[config.mk]
export PLATFORM = sky130hd
export DESIGN_NAME = vvp_fifo
export DESIGN_NICKNAME = d
export VERILOG_FILES = /design/src/hdl/vertex_view_projection_transform_assert.svh /design/src/hdl/vvp_fifo.sv
export SDC_FILE = /design/constraint.sdc
export NUM_CORES = 1
export LEC_CHECK = 0
export BUFFER_PORTS_ARGS = -buffer_cell sky130_fd_sc_hd__buf_4
export CAP_MARGIN = 20
export CORE_UTILIZATION = 52
export DETAILED_ROUTE_END_ITERATION = 16
export HOLD_SLACK_MARGIN = 0.08
export PLACE_DENSITY = 0.8
export SYNTH_ARGS = -nofsm -noshare
export SYNTH_HDL_FRONTEND = slang
export SYNTH_SLANG_ARGS = --single-unit
[constraint.sdc]
create_clock -name clk -period 2.5 [get_ports clk]
set_input_delay 0.375 -clock clk [delete_from_list [all_inputs] [get_ports clk]]
set_output_delay 0.375 -clock clk [all_outputs]
set_load 0.02 [all_outputs]
[src/hdl/vertex_view_projection_transform_assert.svh]
// Assertion macros shared by the camera transform block.
`ifndef VERTEX_VIEW_PROJECTION_TRANSFORM_ASSERT_SVH
`define VERTEX_VIEW_PROJECTION_TRANSFORM_ASSERT_SVH

// Same-cycle implication, checked at every rising edge out of reset.
`define VVP_ASSERT_NOW(lbl, ante, cons) \
	lbl: assert property (@(posedge clk) disable iff (!arst_n) (ante) |-> (cons)) \
		else $error("vvp assertion failed");

// Next-cycle implication, checked at every rising edge out of reset.
`define VVP_ASSERT_NEXT(lbl, ante, cons) \
	lbl: assert property (@(posedge clk) disable iff (!arst_n) (ante) |=> (cons)) \
		else $error("vvp assertion failed");

`endif

[src/hdl/vvp_fifo.sv]
module vvp_fifo #(
	parameter int WIDTH = 8,
	parameter int DEPTH = 2
) (
	input  logic             clk,
	input  logic             arst_n,
	input  logic             push,
	input  logic [WIDTH-1:0] wr_data,
	input  logic             pop,
	output logic [WIDTH-1:0] rd_data,
	output logic             empty,
	output logic             full
);
	localparam int AW = (DEPTH > 1) ? $clog2(DEPTH) : 1;
	localparam int CW = $clog2(DEPTH + 1);

	logic [WIDTH-1:0] mem_q [DEPTH];
	logic [AW-1:0]    wr_ptr_q, rd_ptr_q;
	logic [CW-1:0]    count_q;
	logic             do_push, do_pop;

	assign do_push = push && !full;
	assign do_pop  = pop && !empty;

	// Storage.
	always_ff @(posedge clk) begin
		if (do_push) begin
			mem_q[wr_ptr_q] <= wr_data;
		end
	end

	// Pointers and fill count.
	always_ff @(posedge clk or negedge arst_n) begin
		if (!arst_n) begin
			wr_ptr_q <= '0;
			rd_ptr_q <= '0;
			count_q  <= '0;
		end else begin
			if (do_push) begin
				wr_ptr_q <= (wr_ptr_q == AW'(DEPTH - 1)) ? '0 : wr_ptr_q + 1'b1;
			end
			if (do_pop) begin
				rd_ptr_q <= (rd_ptr_q == AW'(DEPTH - 1)) ? '0 : rd_ptr_q + 1'b1;
			end
			if (do_push && !do_pop) begin
				count_q <= count_q + 1'b1;
			end else if (do_pop && !do_push) begin
				count_q <= count_q - 1'b1;
			end
		end
	end

	assign rd_data = mem_q[rd_ptr_q];
	assign empty   = (count_q == '0);
	assign full    = (count_q == CW'(DEPTH));

endmodule

Yosys cells after proc, flatten, opt, wreduce, memory -nomap -nowiden. Memory sizes are Yosys's and may differ from the RTL's. Cells that the tools add are included.

Add/subtract/negate cells: 4. Eq/ne operators: 1. Multiplexer cells: 6. Reductions and logical operators: 10.

Operators with widths (number): logical AND 1 bit (4); logical NOT 1 bit (4); two-way mux 1 bit (4); two-way mux 2 bit (2); adder 1 bit, second input constant (2); adder 2 x 1 -> 2 bit, second input constant (1); == test 2 bit, second input constant (1); logical NOT 2 bit (1); nonzero test 2 bit (1); subtractor 2 x 1 -> 2 bit, second input constant (1).

Flip-flop bits (word level): 4. Memory bits (writable): 16. Output and inout bits: 10. Memories kept: 1.

Memories: mem_q (depth 2, width 8, read ports 1, clocked after memory_dff 0, write ports 1, RTL line vvp_fifo.sv:17) `logic [WIDTH-1:0] mem_q [DEPTH];`.

Depth between registers and ports, before layout. Gate-level depths: netlist (run 1).

Depth after elaboration: 7. Mapped depth: 7. Depth with buffers taken out: 7.

Worst setup path after synthesis (run 1). Ideal clock, no wire load.

Kind: reg-to-reg. Start: register count_q[0]. End: memory mem_q[0][0] (enable). Library setup time: 370 ps. Arrival: 1004 ps. Setup slack: 1126 ps. Stages on the path, launching flop included: 4. Path buffers: 0. Period minus slack after synthesis: 1374 ps. Cells stage by stage: dfrtp_1 > nand2b_1 > nand2_2 > nor2_1.

Word-level cells in the longest chain between the ends: 5.

RTL lines: start: declaration (RTL line vvp_fifo.sv:19) `logic [CW-1:0] count_q;`; start signal: assignment (RTL line vvp_fifo.sv:46) `count_q <= count_q + 1'b1;`; start signal: assignment (RTL line vvp_fifo.sv:48) `count_q <= count_q - 1'b1;`; == test 2 bit (RTL line vvp_fifo.sv:55) `assign full = (count_q == CW'(DEPTH));`; logical NOT 1 bit (RTL line vvp_fifo.sv:22) `assign do_push = push && !full;`; logical AND 1 bit (RTL line vvp_fifo.sv:22); two-way mux 1 bit (RTL line vvp_fifo.sv:27) `if (do_push) begin`; two-way mux 1 bit (implied by the code) (RTL line vvp_fifo.sv:28) `mem_q[wr_ptr_q] <= wr_data;`; end: declaration (RTL line vvp_fifo.sv:17).

No other way between the ends.

Final worst setup path (run 1).
Start: register rd_ptr_q. End: output port rd_data[4].

Word-level cells in the longest chain between the ends: 1.

RTL lines: start: declaration (RTL line vvp_fifo.sv:18) `logic [AW-1:0] wr_ptr_q, rd_ptr_q;`; start signal: assignment (RTL line vvp_fifo.sv:43) `rd_ptr_q <= (rd_ptr_q == AW'(DEPTH - 1)) ? '0 : rd_ptr_q + 1'b1;`; memory read (2 x 8 bit); end: declaration (RTL line vvp_fifo.sv:10) `output logic [WIDTH-1:0] rd_data,`.

No other way between the ends.

==> impl_metrics.yaml, run 1 <==
floorplanning:
  pin_count: 22
  die-height_um: 40.6
  dieArea_mm2: 0.00165
  rows: 13
  coreArea_mm2: 0.00135
  initial_core_util_pct: 57.4
  fp.dieW_um: 40.6
logic_synthesis:
  dominantRegCellSynth: "edfxtp_1"
  synth_top_family_by_area: "multiplexers"
  yosysMostFrequentCell: "edfxtp_1"
  async_reset_ff_share_pct: 20.0
  ys_top_cells_by_count: "edfxtp_1 (16), mux2_1 (7), dfrtp_1 (4)"
  synth_area_leader_cell: "edfxtp_1"
  synthTopCellsByArea: "edfxtp_1 (62%), dfrtp_1 (13%), mux2_1 (10%)"
  synth_mux_area_share_pct: 11.6
  yosys.area_share.adder_pct: 1.62
  syn_inst: 44
  yosys_warnings: 0
  ys_types: 14
  syn_area_per_cell_um2: 17.6
  synth_edf_count: 16
  seq_area_frac_synth_pct: 75.0
  synth-simple-area-share_pct: 3.88
  synth_compound_area_share_pct: 0.646
  ys_ff_latch: 20
  synth_xor_area_share_pct: 5.65
  syn_area_um2: 774
  syn-num-nets: 57
  synth_top_area_share_pct: 62.0
setup_path:
  crit_required_ns: 2.12
  max_stage_delay_ns: 0.59
  r2r.worst_path.cells: 3
  cp_num_buf_inv: 1
  worstSetupPathType: "flop to primary output"
  cp_max_fo: 9
  cp_data_arrival_time_ns: 1.42
  ff2ff_setup_slack_ns: 0.96
  cpLargestDelayFamily: "flip-flops"
  critPathLaunchType: "flop"
  crit_path_end_kind: "primary output"
  rr_endpoint: "mem_q[0][4]"
  r2r-start: "count_q[0]"
  critPathSlowestCell: "dfrtp_1"
  path_cells: "mux2_1, buf_4"
global_route:
  track_usage_pct: 16.6
  overflow: 0
  grt_first_pass_wirelength_um: 1610
  grt_pass1_vias: 352
  antenna_found_initial: 0
  grt_max_degree: 12
timing:
  whs_ns: 0.260
  grt_setup_unrepaired: "false"
  tns_ns: 0
  slew_viol_final: 0
  final.setup_skew_ns: 0.00666
  setup_viol: 0
  clock.fmax_mhz: 559
  slew_headroom_pct: 57.9
  finalHoldViolations: 0
  worst_pin_slew_ns: 0.629
  fin_crit_ns: 1.79
  fin_crit_sh_pct: 71.6
clock_tree:
  cts_buffer_depth: 2
  clk_latency_ns: 0.29
  cts_tree: "yes"
  clk_pin_slew_ns: 0.11
  clock-root-buffer: "clkbuf_4"
  cts.sinks: 20
  cts_max_level: 1
  numCtsBuffers: 3
routing:
  route.antenna.remaining_nets: 0
  drc: 0
  viasPerCell: 4.95
  post_drt_wl_per_cell_um: 13.7
  vias: 416
  drt_iter0_drc: 2
  dr.pass1.iters: 4
  wl_um: 1150
cells_and_area:
  fin_nets: 83
  n_antenna_cell: 0
  syn_to_final_growth_pct: 26.8
  nFillCells: 101
  multiInputGateArea_um2: 181
  fin_util_pct: 72.8
  final_cell_area_um2: 982
  drive_gt1_share_pct: 37.7
  seq_area_um2: 581
power:
  p_total_mw: 1.12
  power_density_mw_per_mm2: 1140
  ir_worst_vdd_v: 0.000739
  p_leak_nw: 0.405
worst_hold_path:
  hold_depth: 1
  hold_class: "primary input to flop"
  hold_end: "mem_q[0][0]"
  hp-start: "wr_data[0]"
status:
  status: "completed"
placed_design:
  hpwl_um: 890
  gp_congestion: 0.652
  portBuffers: 21
  placed_cell_area_um2: 946
job:
  maxCapViolCount: 0
sequential cells by signal, indices dropped and copies added (netlist names):
name,flops
rd_ptr_q,1
wr_ptr_q,1
count_q,2
mem_q,16
final cells by class:
type                    count  area share, %
flip-flops and latches     20           59.1
multi-input cells          21           18.5
repair buffers             22           17.1
clock buffers               4           2.68
well taps                  15           1.91
inverters                   2          0.764
through the flow:
stage	instances	setup WS [ns]
CTS	84	0.697
floorplan	44	1.13
global placement	79	1.00
detailed placement	79	0.929
global route	84	0.661
finish	84	0.710
logic make-up (layout without fill, tap and decap cells):
group	after synthesis	after routing
AOI/OAI and AO/OA	1	1
xor gates and xnor gates	5	5
adders and majority gates	1	1
buffers and inverters	3	28
DFF	20	20
muxes	8	8
and+or+nand+nor	6	6
power by group:
part / switching [mW] / internal, mW
logic: 0.223 / 0.209
registers: 0.0702 / 0.466
clock network: 0.0895 / 0.0620
total: 0.383 / 0.737
worst register-to-register path: stages, from the launching register on:
cell and delay, ns:
dfrtp_1 0.43, nand2b_1 0.18, nand2_2 0.09, nor2_1 0.49
timing repair:
| item | 4_1_cts | 5_1_grt |
|---|---|---|
| hold buffers | 1 | 0 |
| endpoints found under the setup margin | 0 | 0 |
| buffers inserted | 0 | 0 |
| endpoints found under the hold margin | 4 | 0 |
| gates resized for setup | 0 | 0 |
routing by layer:
layer  vias to the layer above  part of all wire (%)  GRT usage [%]
li1                        211                     -              -
met1                       188                    44           22.4
met2                        15                    48           23.0
met3                         2                   6.9           5.56
met4                         0                   1.2           10.0
met5                         -                     0              0
worst max path at each step:
stage	depth (start not counted)	start	to	slack, ns
5_1_grt	2	rd_ptr_q	rd_data[4]	0.66
4_1_cts	2	rd_ptr_q	rd_data[4]	0.70
3_3_place_gp	3	count_q[0]	mem_q[0][3]	1.00
6_report	2	rd_ptr_q	rd_data[4]	0.71
3_5_place_dp	3	count_q[0]	mem_q[0][7]	0.93
2_1_floorplan	3	count_q[0]	mem_q[0][0]	1.13
layout by cell type, fill, tap and decap left out:
cell,Yosys,routed
clkbuf_4,0,3
buf_4,0,21
xor2_1,2,2
nor2_1,3,3
o21ai_1,1,1
and3_1,1,1
xnor2_1,3,3
dlygate4sd3_1,0,1
edfxtp_1,16,16
dfrtp_1,4,4
mux2_2,1,1
inv_1,2,2
mux2_1,7,7
nand2_2,1,1
ha_1,1,1
nand2b_1,1,1
clkbuf_1,0,1
(Power assumes the default switching activity.)
==> run 2, diff against run 1 <==
--- a/config.mk
+++ b/config.mk
@@ -5,12 +5,13 @@
 export SDC_FILE = /design/constraint.sdc
 export NUM_CORES = 1
 export LEC_CHECK = 0
+export ABC_AREA = 1
 export BUFFER_PORTS_ARGS = -buffer_cell sky130_fd_sc_hd__buf_4
 export CAP_MARGIN = 20
-export CORE_UTILIZATION = 52
+export CORE_UTILIZATION = 49
 export DETAILED_ROUTE_END_ITERATION = 16
 export HOLD_SLACK_MARGIN = 0.08
-export PLACE_DENSITY = 0.8
+export PLACE_DENSITY = 0.75
 export SYNTH_ARGS = -nofsm -noshare
 export SYNTH_HDL_FRONTEND = slang
 export SYNTH_SLANG_ARGS = --single-unit
==> constraint.sdc (replaced) <==
create_clock -name clk -period 1.8 [get_ports clk]
set_input_delay 0.27 -clock clk [delete_from_list [all_inputs] [get_ports clk]]
set_output_delay 0.27 -clock clk [all_outputs]
set_load 0.02 [all_outputs]
==> impl_metrics.yaml, run 2 <==
setup_path:
  cpLargestDelayFamily: "flip-flops"
  r2r-start: "count_q[0]"
  rr_endpoint: "count_q[1]"
  max_stage_delay_ns: 0.57
  crit_required_ns: 1.53
  crit_path_frequent_cell: "nand2_1"
  crit_path_end_kind: "primary output"
  cp_max_fo: 10
  ff2ff_setup_slack_ns: 0.35
  cp_data_arrival_time_ns: 1.33
  critPathLaunchType: "flop"
  path_cells: "inv_2, nand2_1, nand2_1, buf_4"
  cp_num_buf_inv: 2
  critPathSlowestCell: "dfrtp_1"
  worstSetupPathType: "flop to primary output"
  r2r.worst_path.cells: 7
cells_and_area:
  top_regs: "mem_q x16, count_q x2"
  syn_to_final_growth_pct: 26.6
  final_common_cell: "nand2_1"
  largest_reg_flops: 16
  multiInputGateArea_um2: 199
  final_cell_area_mm2: 0.00103
  drive_gt1_share_pct: 29.3
  seq_area_um2: 581
  nFillCells: 119
  fin_nets: 113
  final_cell_mix: "nand2_1 (33), buf_4 (22), edfxtp_1 (16)"
  n_antenna_cell: 0
  regMostFlops: "mem_q"
floorplanning:
  die-height_um: 42.8
  fp.dieW_um: 42.8
  initial_core_util_pct: 53.4
  pin_count: 22
  rows: 14
  coreArea_mm2: 0.00152
  dieArea_mm2: 0.00183
worst_hold_path:
  hold_class: "primary input to flop"
  hp-start: "wr_data[3]"
  hold_end: "mem_q[1][3]"
  hold_depth: 1
power:
  internal-power_mw: 1.02
  p_sw_share_pct: 39.8
  ir_worst_vdd_v: 0.00116
  power_density_mw_per_mm2: 1640
  seq_power_share_pct: 44.0
  p_leak_nw: 0.486
  p_comb_share_pct: 43.0
  p_sw_mw: 0.673
  clockPowerShare_pct: 13.0
global_route:
  grt_pass1_vias: 563
  overflow: 0
  antenna_found_initial: 0
  grt_first_pass_wirelength_um: 2390
  track_usage_pct: 19.3
  grt_max_degree: 12
routing:
  route.antenna.remaining_nets: 0
  drt_iter0_drc: 9
  viasPerCell: 4.95
  dr.pass1.iters: 4
  drc: 0
  wl_um: 1520
  post_drt_wl_per_cell_um: 13.2
  vias: 569
timing:
  whs_ns: 0.146
  final.setup_skew_ns: 0.00394
  tns_ns: 0
  setup_viol: 0
  finalHoldViolations: 0
  fin_ws_ns: 0.203
  worst_pin_slew_ns: 0.359
  clock.fmax_mhz: 626
  slew_headroom_pct: 76.1
  grt_setup_unrepaired: "false"
  fin_crit_sh_pct: 88.7
  slew_viol_final: 0
  fin_crit_ns: 1.60
logic_synthesis:
  yosys_warnings: 0
  syn_area_um2: 815
  synth_area_leader_cell: "edfxtp_1"
  synth_top_area_share_pct: 59.0
  async_reset_ff_share_pct: 20.0
  ys_types: 15
  syn-num-nets: 86
  synth_compound_area_share_pct: 1.23
  synth_xor_area_share_pct: 1.08
  yosys.area_share.adder_pct: 1.54
  synth_edf_count: 16
  dominantRegCellSynth: "edfxtp_1"
  syn_inst: 73
  ys_top_cells_by_count: "nand2_1 (33), edfxtp_1 (16), inv_1 (6)"
  seq_area_frac_synth_pct: 71.3
  synth-simple-area-share_pct: 20.6
  syn_area_per_cell_um2: 11.2
  synth_mux_area_share_pct: 0
  ys_ff_latch: 20
  yosysMostFrequentCell: "nand2_1"
  synth_top_family_by_area: "simple AND/OR/NAND/NOR gates"
  synthTopCellsByArea: "edfxtp_1 (59%), nand2_1 (15%), dfrtp_1 (12%)"
clock_tree:
  cts_buffer_depth: 2
  cts_tree: "yes"
  cts.sinks: 20
  cts_max_level: 1
  numCtsBuffers: 3
  post-cts-setup-buffers: 0
  clk_latency_ns: 0.30
  clock-root-buffer: "clkbuf_4"
  clk_pin_slew_ns: 0.11
placed_design:
  gp_congestion: 0.757
  placed_cell_area_um2: 995
  hpwl_um: 1020
  portBuffers: 21
  pre_cts_ws_ns: 0.406
status:
  status: "completed"
job:
  maxCapViolCount: 0
[run 2: cell count changes in the layout (fill, tap and decap cells not counted), sizes merged, moves of 2 or more]
cell	change
nand2	+32
mux2	-8
inv	+6
xnor2	-2
xor2	-2
[run 2: cell families after synthesis]
kind of cell / count (synthesis)
xor gates and xnor gates: 1
and+or+nand+nor: 40
adders and majority gates: 1
buffers and inverters: 9
DFF: 20
AOI/OAI and AO/OA: 2
[run 2: cell type report]
class,count,share of cell area (%)
inverters,8,2.91
clock buffers,4,2.55
flip-flops and latches,20,56.3
repair buffers,23,17.0
multi-input cells,44,19.3
well taps,16,1.94
[run 2: routing by layer]
metal / wire, um / track usage, % / share of wire (%)
met1: 655 / 23.8 / 43
met2: 758 / 30.6 / 50
met3: 70 / 3.83 / 4.6
met4: 32 / 13.1 / 2.1
met5: 0 / 0 / 0
[run 2: through the flow]
step | total power, mW | cells | util (%)
6_report | 1.69 | 115 | 67.7
5_1_grt | 1.79 | 115 | 67.7
4_1_cts | 1.69 | 115 | 67.7
3_5_place_dp | 1.48 | 110 | 65.3
3_3_place_gp | 1.46 | 110 | 65.3
2_1_floorplan | 1.19 | 73 | -
[run 2: how the worst max path moves through the flow]
| stage | from | end | slack (ns) | cells past startpoint |
|---|---|---|---|---|
| 2_1_floorplan | count_q[0] | count_q[1] | 0.36 | 7 |
| 3_3_place_gp | count_q[0] | count_q[1] | 0.47 | 7 |
| 3_5_place_dp | count_q[0] | count_q[1] | 0.41 | 7 |
| 4_1_cts | rd_ptr_q | rd_data[1] | 0.19 | 4 |
| 5_1_grt | rd_ptr_q | rd_data[3] | 0.09 | 4 |
| 6_report | rd_ptr_q | rd_data[3] | 0.20 | 4 |
[run 2: power groups by stage]
stage | Sequential [mW] | Combinational (mW) | Clock (mW)
floorplan | 0.701 | 0.489 | 0
global placement | 0.743 | 0.713 | 0
detailed placement | 0.752 | 0.724 | 0
CTS | 0.743 | 0.731 | 0.220
global route | 0.759 | 0.799 | 0.234
finish | 0.744 | 0.727 | 0.220
[run 2: what timing repair did]
action / 4_1_cts / 5_1_grt
setup endpoints to repair: 0 / 0
hold buffers: 1 / 0
resized for setup: 0 / 0
endpoints found under the hold margin: 4 / 0
==> run 3, diff against run 2 <==
--- a/config.mk
+++ b/config.mk
@@ -5,10 +5,9 @@
 export SDC_FILE = /design/constraint.sdc
 export NUM_CORES = 1
 export LEC_CHECK = 0
-export ABC_AREA = 1
 export BUFFER_PORTS_ARGS = -buffer_cell sky130_fd_sc_hd__buf_4
 export CAP_MARGIN = 20
-export CORE_UTILIZATION = 49
+export CORE_UTILIZATION = 48
 export DETAILED_ROUTE_END_ITERATION = 16
 export HOLD_SLACK_MARGIN = 0.08
 export PLACE_DENSITY = 0.75
==> impl_metrics.yaml, run 3 (synthesized netlist as in run 1, its figures left out) <==
setup_path:
  critPathLaunchType: "flop"
  cp_num_buf_inv: 1
  cp_max_fo: 9
  worstSetupPathType: "flop to primary output"
  cp_data_arrival_time_ns: 1.43
  cpLargestDelayFamily: "flip-flops"
  path_cells: "mux2_1, buf_4"
  startpoint: "rd_ptr_q"
  critPathSlowestCell: "dfrtp_1"
  r2r-start: "count_q[0]"
  crit_required_ns: 1.53
  max_stage_delay_ns: 0.59
  crit_path_end_kind: "primary output"
floorplanning:
  pin_count: 22
  die-height_um: 42.2
  initial_core_util_pct: 51.4
  fp.dieW_um: 42.2
  rows: 14
  dieArea_mm2: 0.00178
  coreArea_mm2: 0.00151
clock_tree:
  cts_tree: "yes"
  clk_latency_ns: 0.29
  cts_max_level: 1
  post-cts-setup-buffers: 0
  clock-root-buffer: "clkbuf_4"
  cts.sinks: 20
  numCtsBuffers: 3
  cts_buffer_depth: 2
  clk_pin_slew_ns: 0.11
timing:
  finalHoldViolations: 0
  tns_ns: 0
  worst_pin_slew_ns: 0.407
  slew_viol_final: 0
  fin_crit_sh_pct: 94.2
  final.setup_skew_ns: 0.00490
  grt_setup_unrepaired: "false"
  fin_crit_ns: 1.70
  setup_viol: 0
  slew_headroom_pct: 72.9
  clock.fmax_mhz: 590
placed_design:
  place_inst: 82
  portBuffers: 21
  placed_cell_area_um2: 962
  gp_congestion: 0.638
cells_and_area:
  stdcell_count: 87
  syn_to_final_growth_pct: 32.3
  drive_gt1_share_pct: 40.8
  final_common_cell: "buf_4"
  fin_nets: 85
  n_antenna_cell: 0
  top_regs: "mem_q x16, count_q x2"
  final_cell_mix: "buf_4 (23), edfxtp_1 (16), mux2_1 (7)"
  largest_reg_flops: 16
  regMostFlops: "mem_q"
  final_cell_area_mm2: 0.00102
routing:
  drc: 0
  post_drt_wl_per_cell_um: 13.4
  route.antenna.remaining_nets: 0
  vias: 424
  wl_um: 1170
  drt_iter0_drc: 9
  viasPerCell: 4.87
  dr.pass1.iters: 4
power:
  ir_worst_vdd_v: 0.000965
  power_density_mw_per_mm2: 1680
  p_leak_nw: 0.428
global_route:
  antenna_found_initial: 0
  grt_pass1_vias: 419
  overflow: 0
  track_usage_pct: 14.8
  grt_max_degree: 13
  grt_first_pass_wirelength_um: 1880
worst_hold_path:
  hold_class: "primary input to flop"
  hp-start: "wr_data[6]"
status:
  status: "completed"
job:
  maxCapViolCount: 0
==> run 3: timing repair <==
| item | 4_1_cts | 5_1_grt |
|---|---|---|
| endpoints found under the hold margin | 4 | 0 |
| hold buffers | 1 | 0 |
| gates resized for setup | 0 | 0 |
==> run 3: layout make-up <==
| class | instances | area [um2] |
|---|---|---|
| clock buffer | 3 | 22.5 |
| fill | 108 | 482 |
| inverter | 2 | 7.51 |
| clock inverter | 1 | 30.0 |
| multi-input combinational | 21 | 181 |
| sequential | 20 | 581 |
| timing repair buffer | 24 | 183 |
| tap | 16 | 20.0 |
==> run 3: metal layers <==
| layer | part of all wire, % | GRT usage (%) |
|---|---|---|
| met1 | 40 | 18.5 |
| met2 | 55 | 25.2 |
| met3 | 4.7 | 3.02 |
| met4 | 0 | 5.63 |
| met5 | 0 | 0 |
==> run 3: power breakdown <==
group          switching (mW)  internal [mW]  total (mW)  leakage, nW
Combinational           0.316          0.308       0.624        0.205
Clock                   0.132          0.225       0.357       0.0279
Sequential             0.0987          0.646       0.745        0.195
==> run 3: final timing paths <==
check                                   end  slack, ns  cells past startpoint
worst min-delay path            mem_q[1][6]       0.15                      1
worst max-delay path             rd_data[0]       0.10                      2
max in group asynchronous        count_q[1]       1.39                      2
min in group asynchronous          wr_ptr_q       0.30                      2
worst max register to register   count_q[1]       0.33                      6
worst min register to register     wr_ptr_q       0.52                      1
==> run 3: per-stage QoR <==
| step | power, mW | hold slack, ns | setup slack (ns) | utilization [%] |
|---|---|---|---|---|
| after floorplan | 1.13 | -0.0256 | 0.426 | - |
| after global placement | 1.37 | 0.0683 | 0.389 | 63.9 |
| after detailed placement | 1.39 | 0.0730 | 0.328 | 63.9 |
| after CTS | 1.75 | 0.142 | 0.0823 | 68.0 |
| after global routing | 1.82 | 0.134 | 0.0270 | 68.0 |
| final | 1.73 | 0.151 | 0.104 | 68.0 |
